**src/rtl/mcpl_pkg.sv**
```systemverilog
package mcpl_pkg;

	// Defaults for the top-level parameters
	localparam int WAVE_SAMPLES_DEF     = 50;
	localparam int PWM_PERIOD_COUNT_DEF = 1999;

	// Configuration port
	localparam int CFG_IDX_W  = 3;
	localparam int CFG_DATA_W = 12;

	localparam logic [CFG_IDX_W-1:0] REG_MODE       = 3'd0;
	localparam logic [CFG_IDX_W-1:0] REG_PROP_GAIN  = 3'd1;
	localparam logic [CFG_IDX_W-1:0] REG_INTEG_GAIN = 3'd2;
	localparam logic [CFG_IDX_W-1:0] REG_PWM_DUTY   = 3'd3;
	localparam logic [CFG_IDX_W-1:0] REG_TUNE_AMP   = 3'd4;

	// Operating modes; codes above MODE_HOLD drive full duty
	localparam logic [2:0] MODE_IDLE  = 3'd0;
	localparam logic [2:0] MODE_PWM   = 3'd1;
	localparam logic [2:0] MODE_TUNE  = 3'd2;
	localparam logic [2:0] MODE_TRACK = 3'd3;
	localparam logic [2:0] MODE_HOLD  = 3'd4;

	typedef struct packed {
		logic [2:0]  mode;
		logic [11:0] prop_gain;
		logic [11:0] integ_gain;
		logic [7:0]  pwm_duty_percent;
		logic [10:0] tune_amplitude;
	} cfg_t;

	typedef struct packed {
		logic [9:0]  adc_sample;
		logic [15:0] current_request;
	} in_item_t;

	typedef struct packed {
		logic [10:0] duty_high_side_a;
		logic [10:0] duty_high_side_b;
		logic [11:0] reference_used;
		logic [11:0] measured_current;
		logic [26:0] control_effort;
		logic        record_valid;
	} out_item_t;

	// One enable per datapath step
	typedef struct packed {
		logic capture;
		logic conv;
		logic err;
		logic mul;
		logic sum;
		logic divp;
		logic divq;
		logic map1;
		logic map2;
		logic load;
	} dp_cmd_t;

endpackage

```
**src/rtl/mcpl_stream_if.sv**
```systemverilog
interface mcpl_stream_if #(
	parameter type payload_t = logic
);
	logic     valid;
	logic     ready;
	payload_t data;

	modport source (output valid, output data, input ready);
	modport sink   (input valid, input data, output ready);
endinterface

```
**src/rtl/motor_current_pi_loop_core.sv**
```systemverilog
// Channel   Dir  Payload                                              Transfer
// sample    in   adc_sample, current_request                          valid & ready
// result    out  duty_high_side_a/b, reference_used, measured_current,
//                control_effort, record_valid                         valid & ready
// cfg       in   cfg_index, cfg_data                                  cfg_we
//
// One tick runs from one sample transfer to the next through a fixed
// sequence of conversion, error, gain multiply, sum, two reciprocal steps for
// the /100 and two bridge-map steps, then the result register load.
// Reset clears integral and wave index, presets the config, idles the control.
// A stalled result holds the sequencer in its last step; no new sample is
// taken until the result register is free or drains.
module motor_current_pi_loop_core #(
	parameter int WAVE_SAMPLES     = mcpl_pkg::WAVE_SAMPLES_DEF,
	parameter int PWM_PERIOD_COUNT = mcpl_pkg::PWM_PERIOD_COUNT_DEF
) (
	input  logic                            clk,
	input  logic                            arst_n,
	mcpl_stream_if.sink                     sample,
	mcpl_stream_if.source                   result,
	input  logic                            cfg_we,
	input  logic [mcpl_pkg::CFG_IDX_W-1:0]  cfg_index,
	input  logic [mcpl_pkg::CFG_DATA_W-1:0] cfg_data
);
	import mcpl_pkg::*;

	cfg_t      cfg;
	dp_cmd_t   cmd;
	out_item_t out_item;

	mcpl_cfg_regs u_cfg (
		.clk       (clk),
		.arst_n    (arst_n),
		.cfg_we    (cfg_we),
		.cfg_index (cfg_index),
		.cfg_data  (cfg_data),
		.cfg       (cfg)
	);

	mcpl_ctrl u_ctrl (
		.clk       (clk),
		.arst_n    (arst_n),
		.in_valid  (sample.valid),
		.in_ready  (sample.ready),
		.out_valid (result.valid),
		.out_ready (result.ready),
		.cmd       (cmd)
	);

	mcpl_datapath #(
		.WAVE_SAMPLES     (WAVE_SAMPLES),
		.PWM_PERIOD_COUNT (PWM_PERIOD_COUNT)
	) u_dp (
		.clk      (clk),
		.arst_n   (arst_n),
		.cfg      (cfg),
		.cmd      (cmd),
		.in_item  (sample.data),
		.out_item (out_item)
	);

	assign result.data = out_item;

	// Checks
	localparam logic [10:0] F_MASKED = 11'(PWM_PERIOD_COUNT);

	logic in_xfer;
	assign in_xfer = sample.valid && sample.ready;

	a_one_at_a_time: assert property (@(posedge clk) disable iff (!arst_n)
		in_xfer |=> !sample.ready)
		else $error("sample taken while a tick is in progress");

	a_pos_sat: assert property (@(posedge clk) disable iff (!arst_n)
		(result.valid && ($signed(result.data.control_effort) > 27'sd1999))
		|-> (result.data.duty_high_side_a == F_MASKED))
		else $error("positive saturated effort without full duty on A");

	a_neg_sat: assert property (@(posedge clk) disable iff (!arst_n)
		(result.valid && ($signed(result.data.control_effort) < -27'sd1999))
		|-> (result.data.duty_high_side_b == F_MASKED))
		else $error("negative saturated effort without full duty on B");
endmodule

```
**src/rtl/mcpl_cfg_regs.sv**
```systemverilog
module mcpl_cfg_regs (
	input  logic                             clk,
	input  logic                             arst_n,
	input  logic                             cfg_we,
	input  logic [mcpl_pkg::CFG_IDX_W-1:0]   cfg_index,
	input  logic [mcpl_pkg::CFG_DATA_W-1:0]  cfg_data,
	output mcpl_pkg::cfg_t                   cfg
);
	import mcpl_pkg::*;

	cfg_t cfg_q;

	// Register file, writes beyond the list are dropped
	always_ff @(posedge clk or negedge arst_n) begin
		if (!arst_n) begin
			cfg_q.mode             <= MODE_IDLE;
			cfg_q.prop_gain        <= 12'd100;
			cfg_q.integ_gain       <= 12'd100;
			cfg_q.pwm_duty_percent <= 8'd0;
			cfg_q.tune_amplitude   <= 11'd200;
		end else if (cfg_we) begin
			case (cfg_index)
				REG_MODE:       cfg_q.mode             <= cfg_data[2:0];
				REG_PROP_GAIN:  cfg_q.prop_gain        <= cfg_data;
				REG_INTEG_GAIN: cfg_q.integ_gain       <= cfg_data;
				REG_PWM_DUTY:   cfg_q.pwm_duty_percent <= cfg_data[7:0];
				REG_TUNE_AMP:   cfg_q.tune_amplitude   <= cfg_data[10:0];
				default: ;
			endcase
		end
	end

	assign cfg = cfg_q;
endmodule

```
**src/rtl/mcpl_ctrl.sv**
```systemverilog
module mcpl_ctrl (
	input  logic              clk,
	input  logic              arst_n,
	input  logic              in_valid,
	output logic              in_ready,
	output logic              out_valid,
	input  logic              out_ready,
	output mcpl_pkg::dp_cmd_t cmd
);
	import mcpl_pkg::*;

	typedef enum logic [9:0] {
		ST_IDLE = 10'b00_0000_0001,
		ST_CONV = 10'b00_0000_0010,
		ST_ERR  = 10'b00_0000_0100,
		ST_MUL  = 10'b00_0000_1000,
		ST_SUM  = 10'b00_0001_0000,
		ST_DIVP = 10'b00_0010_0000,
		ST_DIVQ = 10'b00_0100_0000,
		ST_MAP1 = 10'b00_1000_0000,
		ST_MAP2 = 10'b01_0000_0000,
		ST_EMIT = 10'b10_0000_0000
	} state_t;

	state_t state_q, state_d;
	logic   out_valid_q;
	logic   load;

	// Result register is free or drains this cycle
	assign load = (state_q == ST_EMIT) && (!out_valid_q || out_ready);

	// Step sequencer
	always_comb begin
		state_d = state_q;
		case (state_q)
			ST_IDLE: if (in_valid) state_d = ST_CONV;
			ST_CONV: state_d = ST_ERR;
			ST_ERR:  state_d = ST_MUL;
			ST_MUL:  state_d = ST_SUM;
			ST_SUM:  state_d = ST_DIVP;
			ST_DIVP: state_d = ST_DIVQ;
			ST_DIVQ: state_d = ST_MAP1;
			ST_MAP1: state_d = ST_MAP2;
			ST_MAP2: state_d = ST_EMIT;
			ST_EMIT: if (load) state_d = ST_IDLE;
			default: state_d = ST_IDLE;
		endcase
	end

	always_ff @(posedge clk or negedge arst_n) begin
		if (!arst_n) begin
			state_q     <= ST_IDLE;
			out_valid_q <= 1'b0;
		end else begin
			state_q <= state_d;
			if (load) begin
				out_valid_q <= 1'b1;
			end else if (out_ready) begin
				out_valid_q <= 1'b0;
			end
		end
	end

	// Datapath commands
	always_comb begin
		cmd.capture = (state_q == ST_IDLE) && in_valid;
		cmd.conv    = (state_q == ST_CONV);
		cmd.err     = (state_q == ST_ERR);
		cmd.mul     = (state_q == ST_MUL);
		cmd.sum     = (state_q == ST_SUM);
		cmd.divp    = (state_q == ST_DIVP);
		cmd.divq    = (state_q == ST_DIVQ);
		cmd.map1    = (state_q == ST_MAP1);
		cmd.map2    = (state_q == ST_MAP2);
		cmd.load    = load;
	end

	assign in_ready  = (state_q == ST_IDLE);
	assign out_valid = out_valid_q;
endmodule

```
**src/rtl/mcpl_datapath.sv**
```systemverilog
module mcpl_datapath #(
	parameter int WAVE_SAMPLES     = mcpl_pkg::WAVE_SAMPLES_DEF,
	parameter int PWM_PERIOD_COUNT = mcpl_pkg::PWM_PERIOD_COUNT_DEF
) (
	input  logic                clk,
	input  logic                arst_n,
	input  mcpl_pkg::cfg_t      cfg,
	input  mcpl_pkg::dp_cmd_t   cmd,
	input  mcpl_pkg::in_item_t  in_item,
	output mcpl_pkg::out_item_t out_item
);
	import mcpl_pkg::*;

	localparam int WIW = $clog2(WAVE_SAMPLES);
	localparam int FW  = $clog2(PWM_PERIOD_COUNT + 1);
	localparam int NW  = FW + 11;
	localparam int DW  = (FW > 11) ? FW : 11;
	localparam int PW  = NW + 28;

	// Reciprocals: x/100 = (x*R)>>40 for x < 2^33, (x*R)>>30 for x < 2^23;
	// x/2000 = (x*R)>>38 for x < 2^27
	localparam logic [33:0] RECIP_100_K40  = 34'd10995116278;
	localparam logic [27:0] RECIP_100_K30  = 28'd10737419;
	localparam logic [27:0] RECIP_2000_K38 = 28'd137438954;

	localparam logic [FW-1:0] F_CNT = FW'(PWM_PERIOD_COUNT);
	localparam logic [DW-1:0] F_EXT = DW'(PWM_PERIOD_COUNT);

	logic loop_mode, pwm_mode, tune_mode;
	assign pwm_mode  = (cfg.mode == MODE_PWM);
	assign tune_mode = (cfg.mode == MODE_TUNE);
	assign loop_mode = tune_mode || (cfg.mode == MODE_TRACK) || (cfg.mode == MODE_HOLD);

	// Input capture
	logic [9:0]  adc_q;
	logic [15:0] req_q;
	always_ff @(posedge clk) begin
		if (cmd.capture) begin
			adc_q <= in_item.adc_sample;
			req_q <= in_item.current_request;
		end
	end

	// Conversion step: sensor to mA, reference select, wave index
	logic [10:0]       adc_off;
	logic [21:0]       conv_prod;
	logic [21:0]       conv_adj;
	logic signed [11:0] req_cl;
	logic [10:0]       amp;
	logic signed [11:0] amp_s;
	logic [WIW-1:0]    wave_rd;
	logic [WIW-1:0]    wave_idx_q;
	logic signed [11:0] ref_d;
	logic signed [11:0] ref_q;
	logic signed [11:0] meas_q;

	assign adc_off   = {1'b0, adc_q} - 11'd512;
	assign conv_prod = {{11{adc_off[10]}}, adc_off} * 22'd1500;
	assign conv_adj  = conv_prod + (conv_prod[21] ? 22'd511 : 22'd0);

	always_comb begin
		if ($signed(req_q) > 16'sd2000) begin
			req_cl = 12'sd2000;
		end else if ($signed(req_q) < -16'sd2000) begin
			req_cl = -12'sd2000;
		end else begin
			req_cl = $signed(req_q[11:0]);
		end
	end

	assign amp     = (cfg.tune_amplitude > 11'd2000) ? 11'd2000 : cfg.tune_amplitude;
	assign amp_s   = $signed({1'b0, amp});
	assign wave_rd = (32'(wave_idx_q) >= WAVE_SAMPLES) ? '0 : wave_idx_q;

	always_comb begin
		case (cfg.mode)
			MODE_TUNE:  ref_d = (32'(wave_rd) < WAVE_SAMPLES / 2) ? -amp_s : amp_s;
			MODE_TRACK: ref_d = req_cl;
			MODE_HOLD:  ref_d = req_cl;
			default:    ref_d = 12'sd0;
		endcase
	end

	always_ff @(posedge clk) begin
		if (cmd.conv) begin
			meas_q <= $signed(conv_adj[20:9]);
			ref_q  <= ref_d;
		end
	end

	always_ff @(posedge clk or negedge arst_n) begin
		if (!arst_n) begin
			wave_idx_q <= '0;
		end else if (cmd.conv && tune_mode) begin
			if (32'(wave_rd) + 32'd1 >= WAVE_SAMPLES) begin
				wave_idx_q <= '0;
			end else begin
				wave_idx_q <= wave_rd + 1'b1;
			end
		end
	end

	// Error step: error and saturating integral
	localparam logic signed [22:0] INTEG_MAX = 23'sd1048576;
	localparam logic signed [22:0] INTEG_MIN = -23'sd1048576;
	logic signed [12:0] err_d, err_q;
	logic signed [22:0] acc_raw;
	logic signed [21:0] acc_d, acc_q;
	logic signed [21:0] integ_q;

	assign err_d   = {ref_q[11], ref_q} - {meas_q[11], meas_q};
	assign acc_raw = {integ_q[21], integ_q} + {{10{err_d[12]}}, err_d};

	always_comb begin
		if (acc_raw > INTEG_MAX) begin
			acc_d = INTEG_MAX[21:0];
		end else if (acc_raw < INTEG_MIN) begin
			acc_d = INTEG_MIN[21:0];
		end else begin
			acc_d = acc_raw[21:0];
		end
	end

	always_ff @(posedge clk) begin
		if (cmd.err) begin
			err_q <= err_d;
			acc_q <= acc_d;
		end
	end

	always_ff @(posedge clk or negedge arst_n) begin
		if (!arst_n) begin
			integ_q <= '0;
		end else if (cmd.err) begin
			if (cfg.mode == MODE_IDLE) begin
				integ_q <= '0;
			end else if (loop_mode) begin
				integ_q <= acc_d;
			end
		end
	end

	// Gain products
	logic signed [25:0] p1_q;
	logic signed [34:0] p2_q;
	always_ff @(posedge clk) begin
		if (cmd.mul) begin
			p1_q <= $signed({1'b0, cfg.prop_gain}) * err_q;
			p2_q <= $signed({1'b0, cfg.integ_gain}) * acc_q;
		end
	end

	// Sum, split into sign and magnitude (magnitude < 2^33)
	logic [35:0] n_sum;
	logic [35:0] n_abs;
	logic [32:0] mag_q;
	logic        neg_q;
	assign n_sum = {{10{p1_q[25]}}, p1_q} + {p2_q[34], p2_q};
	assign n_abs = n_sum[35] ? (36'd0 - n_sum) : n_sum;
	always_ff @(posedge clk) begin
		if (cmd.sum) begin
			mag_q <= n_abs[32:0];
			neg_q <= n_sum[35];
		end
	end

	// Divide by 100: partial products of the reciprocal
	logic [50:0] ph_q;
	logic [49:0] pl_q;
	always_ff @(posedge clk) begin
		if (cmd.divp) begin
			ph_q <= 51'(mag_q[32:16]) * 51'(RECIP_100_K40);
			pl_q <= 50'(mag_q[15:0]) * 50'(RECIP_100_K40);
		end
	end

	logic [66:0] q_tot;
	logic [25:0] q_mag;
	logic signed [26:0] u_q;
	assign q_tot = {ph_q, 16'd0} + 67'(pl_q);
	assign q_mag = q_tot[65:40];
	always_ff @(posedge clk) begin
		if (cmd.divq) begin
			u_q <= neg_q ? -$signed({1'b0, q_mag}) : $signed({1'b0, q_mag});
		end
	end

	// Bridge map, first step: clamp and scale by the period
	logic [25:0] u_abs;
	logic [10:0] v_mag;
	logic [7:0]  p_abs;
	logic [6:0]  p_mag;
	logic [10:0] sel_mag;
	logic [NW-1:0] n_q;
	logic        sneg_q;
	logic        zero_q;

	assign u_abs   = u_q[26] ? 26'(-u_q) : u_q[25:0];
	assign v_mag   = (u_abs >= 26'd2000) ? 11'd1999 : u_abs[10:0];
	assign p_abs   = cfg.pwm_duty_percent[7] ? (8'd0 - cfg.pwm_duty_percent)
		: cfg.pwm_duty_percent;
	assign p_mag   = (p_abs > 8'd100) ? 7'd100 : p_abs[6:0];
	assign sel_mag = pwm_mode ? {4'd0, p_mag} : v_mag;

	always_ff @(posedge clk) begin
		if (cmd.map1) begin
			n_q    <= NW'(F_CNT) * NW'(sel_mag);
			sneg_q <= pwm_mode ? cfg.pwm_duty_percent[7] : u_q[26];
			zero_q <= (sel_mag == 11'd0);
		end
	end

	// Bridge map, second step: divide by 100 or 2000
	logic [PW-1:0] cnt_prod;
	logic [FW-1:0] cnt_q;
	assign cnt_prod = PW'(n_q) * PW'(pwm_mode ? RECIP_100_K30 : RECIP_2000_K38);
	always_ff @(posedge clk) begin
		if (cmd.map2) begin
			cnt_q <= pwm_mode ? cnt_prod[30 +: FW] : cnt_prod[38 +: FW];
		end
	end

	// Result assembly
	logic [DW-1:0] rem_cnt;
	logic [DW-1:0] duty_a, duty_b;
	out_item_t     res_d, res_q;

	assign rem_cnt = F_EXT - DW'(cnt_q);

	always_comb begin
		case (cfg.mode)
			MODE_IDLE: begin
				duty_a = '0;
				duty_b = '0;
			end
			MODE_PWM, MODE_TUNE, MODE_TRACK, MODE_HOLD: begin
				if (zero_q) begin
					duty_a = '0;
					duty_b = '0;
				end else if (sneg_q) begin
					duty_a = rem_cnt;
					duty_b = F_EXT;
				end else begin
					duty_a = F_EXT;
					duty_b = rem_cnt;
				end
			end
			default: begin
				duty_a = F_EXT;
				duty_b = F_EXT;
			end
		endcase
	end

	always_comb begin
		res_d.duty_high_side_a = duty_a[10:0];
		res_d.duty_high_side_b = duty_b[10:0];
		res_d.reference_used   = ref_q;
		res_d.measured_current = meas_q;
		res_d.control_effort   = loop_mode ? u_q : 27'sd0;
		res_d.record_valid     = tune_mode;
	end

	always_ff @(posedge clk) begin
		if (cmd.load) begin
			res_q <= res_d;
		end
	end

	assign out_item = res_q;
endmodule

```
**src/flat_wrapper.sv**
```systemverilog
// flat-port wrapper written by rule: the top's interface ports become plain ports
module motor_current_pi_loop_core_flat import mcpl_pkg::*;
#(
	parameter int WAVE_SAMPLES     = mcpl_pkg::WAVE_SAMPLES_DEF,
	parameter int PWM_PERIOD_COUNT = mcpl_pkg::PWM_PERIOD_COUNT_DEF
)
  (clk, arst_n, cfg_we, cfg_index, cfg_data, sample_valid, sample_data, sample_ready, result_valid, result_data, result_ready);
  mcpl_stream_if #(.payload_t(in_item_t)) sample_i ();
  mcpl_stream_if #(.payload_t(out_item_t)) result_i ();
  input  logic clk;
  input  logic arst_n;
  input  logic cfg_we;
  input  logic [mcpl_pkg::CFG_IDX_W-1:0] cfg_index;
  input  logic [mcpl_pkg::CFG_DATA_W-1:0] cfg_data;
  input wire logic [$bits(sample_i.valid)-1:0] sample_valid;
  input wire logic [$bits(sample_i.data)-1:0] sample_data;
  output wire logic [$bits(sample_i.ready)-1:0] sample_ready;
  output wire logic [$bits(result_i.valid)-1:0] result_valid;
  output wire logic [$bits(result_i.data)-1:0] result_data;
  input wire logic [$bits(result_i.ready)-1:0] result_ready;
  assign sample_i.valid = sample_valid;
  assign sample_i.data = sample_data;
  assign sample_ready = sample_i.ready;
  assign result_valid = result_i.valid;
  assign result_data = result_i.data;
  assign result_i.ready = result_ready;
  motor_current_pi_loop_core #(.WAVE_SAMPLES(WAVE_SAMPLES), .PWM_PERIOD_COUNT(PWM_PERIOD_COUNT)) u_core (.clk(clk), .arst_n(arst_n), .sample(sample_i), .result(result_i), .cfg_we(cfg_we), .cfg_index(cfg_index), .cfg_data(cfg_data));
endmodule
```
**config.mk**
```make
export PLATFORM = sky130hd
export DESIGN_NAME = motor_current_pi_loop_core_flat
export DESIGN_NICKNAME = d
export VERILOG_FILES = /design/src/rtl/mcpl_pkg.sv /design/src/rtl/mcpl_stream_if.sv /design/src/rtl/motor_current_pi_loop_core.sv /design/src/rtl/mcpl_cfg_regs.sv /design/src/rtl/mcpl_ctrl.sv /design/src/rtl/mcpl_datapath.sv /design/src/flat_wrapper.sv
export SDC_FILE = /design/constraint.sdc
export NUM_CORES = 2
export LEC_CHECK = 0
export ABC_AREA = 1
export ABC_CLOCK_PERIOD_IN_PS = 9700
export BUFFER_PORTS_ARGS = -buffer_cell sky130_fd_sc_hd__buf_2
export CORE_MARGIN = 2
export CORE_UTILIZATION = 35
export CTS_CLUSTER_SIZE = 14
export DETAILED_ROUTE_END_ITERATION = 12
export PLACE_DENSITY = 0.59
export SLEW_MARGIN = 40
export SYNTH_ARGS = -nofsm -noshare
export SYNTH_HDL_FRONTEND = slang
export SYNTH_SLANG_ARGS = --single-unit
```
**constraint.sdc**
```tcl
create_clock -name clk -period 9.7 [get_ports clk]
set_clock_uncertainty 0.2 [all_clocks]
set_input_delay 0.485 -clock clk [delete_from_list [all_inputs] [get_ports clk]]
set_output_delay 0.485 -clock clk [all_outputs]
set_load 0.01 [all_outputs]
```
Yosys cells after proc, flatten, opt, wreduce, memory -nomap -nowiden

Cells that the tools add are included.

Register bits: 499
Bits in latches: 0
RAM bits: 0
Bits in read-only memories: 0
Input port bits: 46
Memories kept: 0

Add/subtract/negate cells: 14
Multipliers: 7
Divide/modulo/power cells: 0
$lt $le $gt $ge: 10
Equality and inequality tests: 20
Shifts and indexed selects: 0
Mux-type cells: 33
Bitwise logic cells: 0
Reduce and logical (&&, ||, !) cells: 21

Operator list:

| kind                                                                | number |
|---|---|
| case mux 10 bit (10 select lines)                                   | 1 |
| 2-to-1 mux 11 bit                                                   | 8 |
| 2-to-1 mux 22 bit                                                   | 4 |
| adder 66 x 50 -> 66 bit                                             | 1 |
| 2-to-1 mux 26 bit                                                   | 2 |
| multiplier 16 x 33 -> 49 bit, second input constant                 | 1 |
| multiplier 17 x 33 -> 49 bit, second input constant                 | 1 |
| multiplier 22 x 28 -> 49 bit                                        | 1 |
| case mux 11 bit (2 select lines)                                    | 2 |
| adder 26 x 35 -> 36 bit                                             | 1 |
| 2-to-1 mux 12 bit                                                   | 3 |
| multiplier 13 x 22 -> 35 bit                                        | 1 |
| 2-to-1 mux 33 bit                                                   | 1 |
| subtractor 1 x 33 -> 33 bit, first input constant                   | 1 |
| 2-to-1 mux 28 bit                                                   | 1 |
| negation 26 -> 27 bit                                               | 1 |
| greater-or-equal comparator 26 x 11 -> 1 bit, second input constant | 1 |
| multiplier 13 x 13 -> 26 bit                                        | 1 |
| negation 26 bit                                                     | 1 |
| case mux 12 bit (2 select lines)                                    | 1 |
| adder 22 x 13 -> 23 bit                                             | 1 |
| > comparator 23 x 22 -> 1 bit, second input constant                | 1 |
| less-than comparator 23 x 21 -> 1 bit, second input constant        | 1 |
| multiplier 11 x 11 -> 22 bit, first input constant                  | 1 |
| 45 further kinds                                                    | 67 |

Depth between registers and ports, before layout

Word-level depth: 7
Mapped depth: 36
Mapped depth without buffers: 36

By module

Synthesis repeated with hierarchy kept, for this count alone.

Cells, all modules: 9485
Area total of the unflattened synthesis: 78830.6 µm²

By module, submodules not included:

| module        | instances | cells an instance | area an instance (µm²) | sequential area each (µm²) |
|---|---|---|---|---|
| mcpl_datapath | 1         | 9176              | 76315.7                | 12652.1 |
| mcpl_cfg_regs | 1         | 213               | 1871.8                 | 1162.4 |
| mcpl_ctrl     | 1         | 96                | 643.1                  | 276.5 |

Worst setup path after synthesis

OpenSTA, ideal clock, no wires.

Path kind: reg2reg
Start point: reg u_core.u_ctrl.state_q[9]
End point: reg u_core.u_dp.ph_q[10] (enable)
Arrival time: 8.831 ns
Setup slack: -0.059 ns
Stages on the path, launching flop included: 4
Buffers on the path: 0
Clock period less this slack: 9.759 ns
Cell sequence: dfrtp_1 > nor2_1 > clkinv_1 > nor4_1

Longest elaborated chain between the ends: 1

Ends and longest elaborated chain:

| item                     | line                 | text |
|---|---|---|
| start: declaration       | mcpl_ctrl.sv:25      | `state_t state_q, state_d;` |
| start signal: assignment | mcpl_ctrl.sv:55      | `state_q <= state_d;` |
| == test 10 x 6 -> 1 bit  | mcpl_ctrl.sv:71      | `cmd.divp = (state_q == ST_DIVP);` |
| end signal: assignment   | mcpl_datapath.sv:172 | `ph_q <= 51'(mag_q[32:16]) * 51'(RECIP_100_K40);` |
| end: declaration         | mcpl_datapath.sv:168 | `logic [50:0] ph_q;` |

No other way between the ends.
A chain may end at the register's enable or synchronous reset.

Worst setup path in the final report

Start point: reg u_core.u_cfg.cfg_q, in the netlist u_core.u_cfg.cfg[45]
End point: reg u_core.u_dp.cnt_q[1], data pin

Longest elaborated chain between the ends: 4

Ends and longest elaborated chain:

| item                         | line                 | text |
|---|---|---|
| start: declaration           | mcpl_cfg_regs.sv:11  | `cfg_t cfg_q;` |
| == test 3 x 1 -> 1 bit (*)   | mcpl_datapath.sv:30  | `assign pwm_mode = (cfg.mode == MODE_PWM);` |
| 2-to-1 mux 28 bit            | mcpl_datapath.sv:216 | `assign cnt_prod = PW'(n_q) * PW'(pwm_mode ? RECIP_100_K30 : RECIP_2000_K38);` |
| multiplier 22 x 28 -> 49 bit | mcpl_datapath.sv:216 |  |
| 2-to-1 mux 11 bit (*)        | mcpl_datapath.sv:219 | `cnt_q <= pwm_mode ? cnt_prod[30 +: FW] : cnt_prod[38 +: FW];` |
| end signal: assignment       | mcpl_datapath.sv:219 |  |
| end: declaration             | mcpl_datapath.sv:215 | `logic [FW-1:0] cnt_q;` |

Every way passes the cells marked *; elsewhere a longest branch is shown, timed or not.

==> results.sh <==
export IMPL_postLayoutSetupSlackWorst_ns=1.41
export IMPL_cts_sinks=483
export IMPL_vias_per_cell=4.83
export IMPL_worstSkewPairLatency_ns=0.70
export IMPL_crit_path_max_fanout=44
export IMPL_critical_path_endpoint_type="flop"
export IMPL_cp_buffers_inverters=6
export IMPL_die_width_um=477
export IMPL_timing_max_transition_violations_final=0
export IMPL_synthSimpleGateAreaFrac_pct=15.7
export IMPL_synthMostInstantiatedCell="sky130_fd_sc_hd__inv_1"
export IMPL_largest_net_degree_at_the_start_of_global_routing=82
export IMPL_die_footprint_um2=228000
export IMPL_period_share_pct=85.5
export IMPL_synth_compound_area_share_pct=6.97
export IMPL_status="finished, final reports clean"
export IMPL_core_area_um2=222000
export IMPL_syn_avg_cell_area_um2=8.40
export IMPL_critical_path_most_common_cell="sky130_fd_sc_hd__fa_1"
export IMPL_cpPeakStageDelay_ns=0.84
export IMPL_antennaDiodeCount=0
export IMPL_post_cts_resized_instances=0
export IMPL_post_route_cells_drive_above_1_share_pct=4.44
export IMPL_route_detailed_wl_per_inst_um=18.2
export IMPL_synthDistinctLibCells=65
export IMPL_grt_setup_unrepaired="no"
export IMPL_floorplan_rows=173
export IMPL_crit_required_ns=9.93
export IMPL_cts_htree_levels=2
export IMPL_firstDrtPassIters=5
export IMPL_cts_buffers=53
export IMPL_finish_net_count=11600
export IMPL_synth_cells_most_frequent="sky130_fd_sc_hd__inv_1 (2376), sky130_fd_sc_hd__nand2_1 (1786), sky130_fd_sc_hd__fa_1 (1067), sky130_fd_sc_hd__ha_1 (1044), sky130_fd_sc_hd__nor2_1 (563)"
export IMPL_post_cts_setup_buffers=0
export IMPL_synth_largest_area_cell="sky130_fd_sc_hd__fa_1"
export IMPL_synth_top_family_by_area="adder cells"
export IMPL_number_of_flops_mapped_to_enable_cells_by_yosys=398
export IMPL_grt_overflow_total=0
export IMPL_synth_seq_cells=483
export IMPL_synth_xor_xnor_area_share_pct=3.24
export IMPL_synthCells=9324
export IMPL_timing_critical_path_arrival_ns=8.52
export IMPL_half_perimeter_wire_length_of_the_detailed_placement_result_mm=198
export IMPL_port_buffer_count=121
export IMPL_report_final_setup_viol=0
export IMPL_routed_wirelength_mm=227
export IMPL_cts_tree="done"
export IMPL_grt_first_pass_wirelength_mm=358
export IMPL_worst_hold_path_type="in2async"
export IMPL_path_class="reg2reg"
export IMPL_worstSetupStartpointType="flop"
export IMPL_setup_tns_ns=0
export IMPL_start_util_pct=35.2
export IMPL_postSynth_topFlopCell="sky130_fd_sc_hd__edfxtp_1"
export IMPL_netlist_area_leader_share_pct=27.3
export IMPL_hold_viol_final=0
export IMPL_reg2reg_slack_ns=1.41
export IMPL_synthesis_yosys_warnings=0
export IMPL_die_height_um=477
export IMPL_clock_tree_buffer_depth=3
export IMPL_ys_seq_area_share_pct=18.0
export IMPL_cell_at_the_root_of_the_clock_tree="sky130_fd_sc_hd__clkbuf_16"
export IMPL_globalRouteTotalUtil_pct=20.0
export IMPL_syn_area_um2=78300
export IMPL_design_portCount=122
export IMPL_clock_fmax_mhz=121
export IMPL_drt_iter0_markers=3557
export IMPL_finalNonFillerCells=12500
export IMPL_post_synth_main_area_contributors="sky130_fd_sc_hd__fa_1 (27%), sky130_fd_sc_hd__ha_1 (17%), sky130_fd_sc_hd__edfxtp_1 (15%)"
export IMPL_maxcap_viol_count=0
export IMPL_placedCellCount=12300
export IMPL_synth_adder_area_share_pct=43.9
export IMPL_gp_routability_congestion=0.957
export IMPL_worst_setup_hold_path_clk_slew_ns=0.06
export IMPL_initial_antenna_violation_count=7
export IMPL_number_of_global_route_vias_before_repair=63200
export IMPL_layout_core_utilization_pct=38.1
export IMPL_final_antenna_net_count=0
export IMPL_drc=0
export IMPL_worstMarginPinSlew_ns=0.850
export IMPL_worst_path_dominant_cell_family="adder cells"
export IMPL_area_growth_synth_to_final_pct=8.17
export IMPL_synth_async_sr_flop_share_pct=17.6
export IMPL_vias=60200
export IMPL_worst_path_max_delay_cell="sky130_fd_sc_hd__nor2_1"
export IMPL_synth_mux_area_share_pct=0
export IMPL_finalCriticalPeriod_ns=8.29
export IMPL_pre_cts_ws_ns=1.73
export IMPL_cts_hold_buf=34
export IMPL_maxSlewHeadroom_pct=43.3
[layer usage]
metal | share of wire (%) | GRT usage, % | vias to the layer above
met1 | 45 | 26.5 | 29500
li1 | - | - | 29000
met3 | 4.3 | 2.35 | 277
met5 | 0.0057 | 0 | -
met2 | 48 | 34.3 | 1326
met4 | 2.9 | 5.44 | 2
[worst paths after layout]
check,startpoint,to,depth (start not counted)
hold reg to reg,u_core.u_dp.ref_q[9]$_DFFE_PP_,u_core.u_dp.out_item[49]$_DFFE_PP_,0
hold / removal,arst_n,u_core.u_cfg.cfg[7]$_DFFE_PN1P_,2
min in group clk,cfg_index[0],u_core.u_cfg.cfg[37]$_DFFE_PN1P_,3
setup reg to reg,u_core.u_cfg.cfg[45]$_DFFE_PN0P_,u_core.u_dp.cnt_q[1]$_DFFE_PP_,25
max in group asynchronous,arst_n,u_core.u_dp.wave_idx_q[5]$_DFFE_PN0P_,3
setup / recovery,u_core.u_cfg.cfg[45]$_DFFE_PN0P_,u_core.u_dp.cnt_q[1]$_DFFE_PP_,25
[cells in the final DEF, fill, tap and decap left out, types with 88 or more instances in the layout]
cell,n
sky130_fd_sc_hd__ha_1,1044
sky130_fd_sc_hd__inv_1,2374
sky130_fd_sc_hd__nand4_1,88
sky130_fd_sc_hd__xor2_1,188
sky130_fd_sc_hd__buf_2,120
sky130_fd_sc_hd__a21oi_1,387
sky130_fd_sc_hd__fa_1,1067
sky130_fd_sc_hd__nand3_1,278
sky130_fd_sc_hd__o21ai_0,305
sky130_fd_sc_hd__edfxtp_1,398
sky130_fd_sc_hd__nand2_1,1786
sky130_fd_sc_hd__nor2_1,557
[logic make-up (layout without fill, tap and decap cells)]
kind of cell               count (synthesis)  in the layout
DFF                                      483            483
and+or+nand+nor                         2952           2952
other                                      2              9
AOI/OAI and AO/OA                        962            962
adders and majority gates               2111           2111
xor gates and xnor gates                 282            282
buffers and inverters                   2532           2679
[state kept, by name, indices dropped and copies added (netlist names), 22 cells and up]
register	count
u_core.u_dp.ph_q	49
u_core.u_dp.integ_q	22
u_core.u_dp.mag_q	33
u_core.u_dp.pl_q	33
u_core.u_dp.p2_q	35
u_core.u_dp.acc_q	22
u_core.u_dp.u_q	27
u_core.u_cfg.cfg	46
u_core.u_dp.n_q	22
u_core.u_dp.out_item	74
u_core.u_dp.p1_q	26
[stage by stage]
step	hold slack [ns]	area (um2)
2_1_floorplan	-0.0106	78400
3_3_place_gp	0.155	82400
3_5_place_dp	0.160	82500
4_1_cts	0.0593	84700
5_1_grt	0.0822	84700
6_report	0.0946	84700
[layout make-up]
cell class	count	area, um2
fillers	22800	138000
multi-input cells	6316	54800
flip-flops and latches	483	14100
inverters	2401	9010
well taps	2975	3720
clock buffers	57	1340
repair buffers	180	1180
clock inverters	41	564
[worst reg2reg max path, delay by kind of cell (launching register included)]
family / cells / cell delay (ns)
AND/OR/NAND/NOR: 6 / 1.66
flip-flops: 1 / 0.45
buffers and inverters: 6 / 0.88
adder cells (fa/ha/maj): 8 / 3.97
AO/OA/AOI/OAI: 5 / 0.86
Power is left out: the tool's default activity adds up to more than one toggle a clock period on the data nets, which glitch-free logic cannot reach.
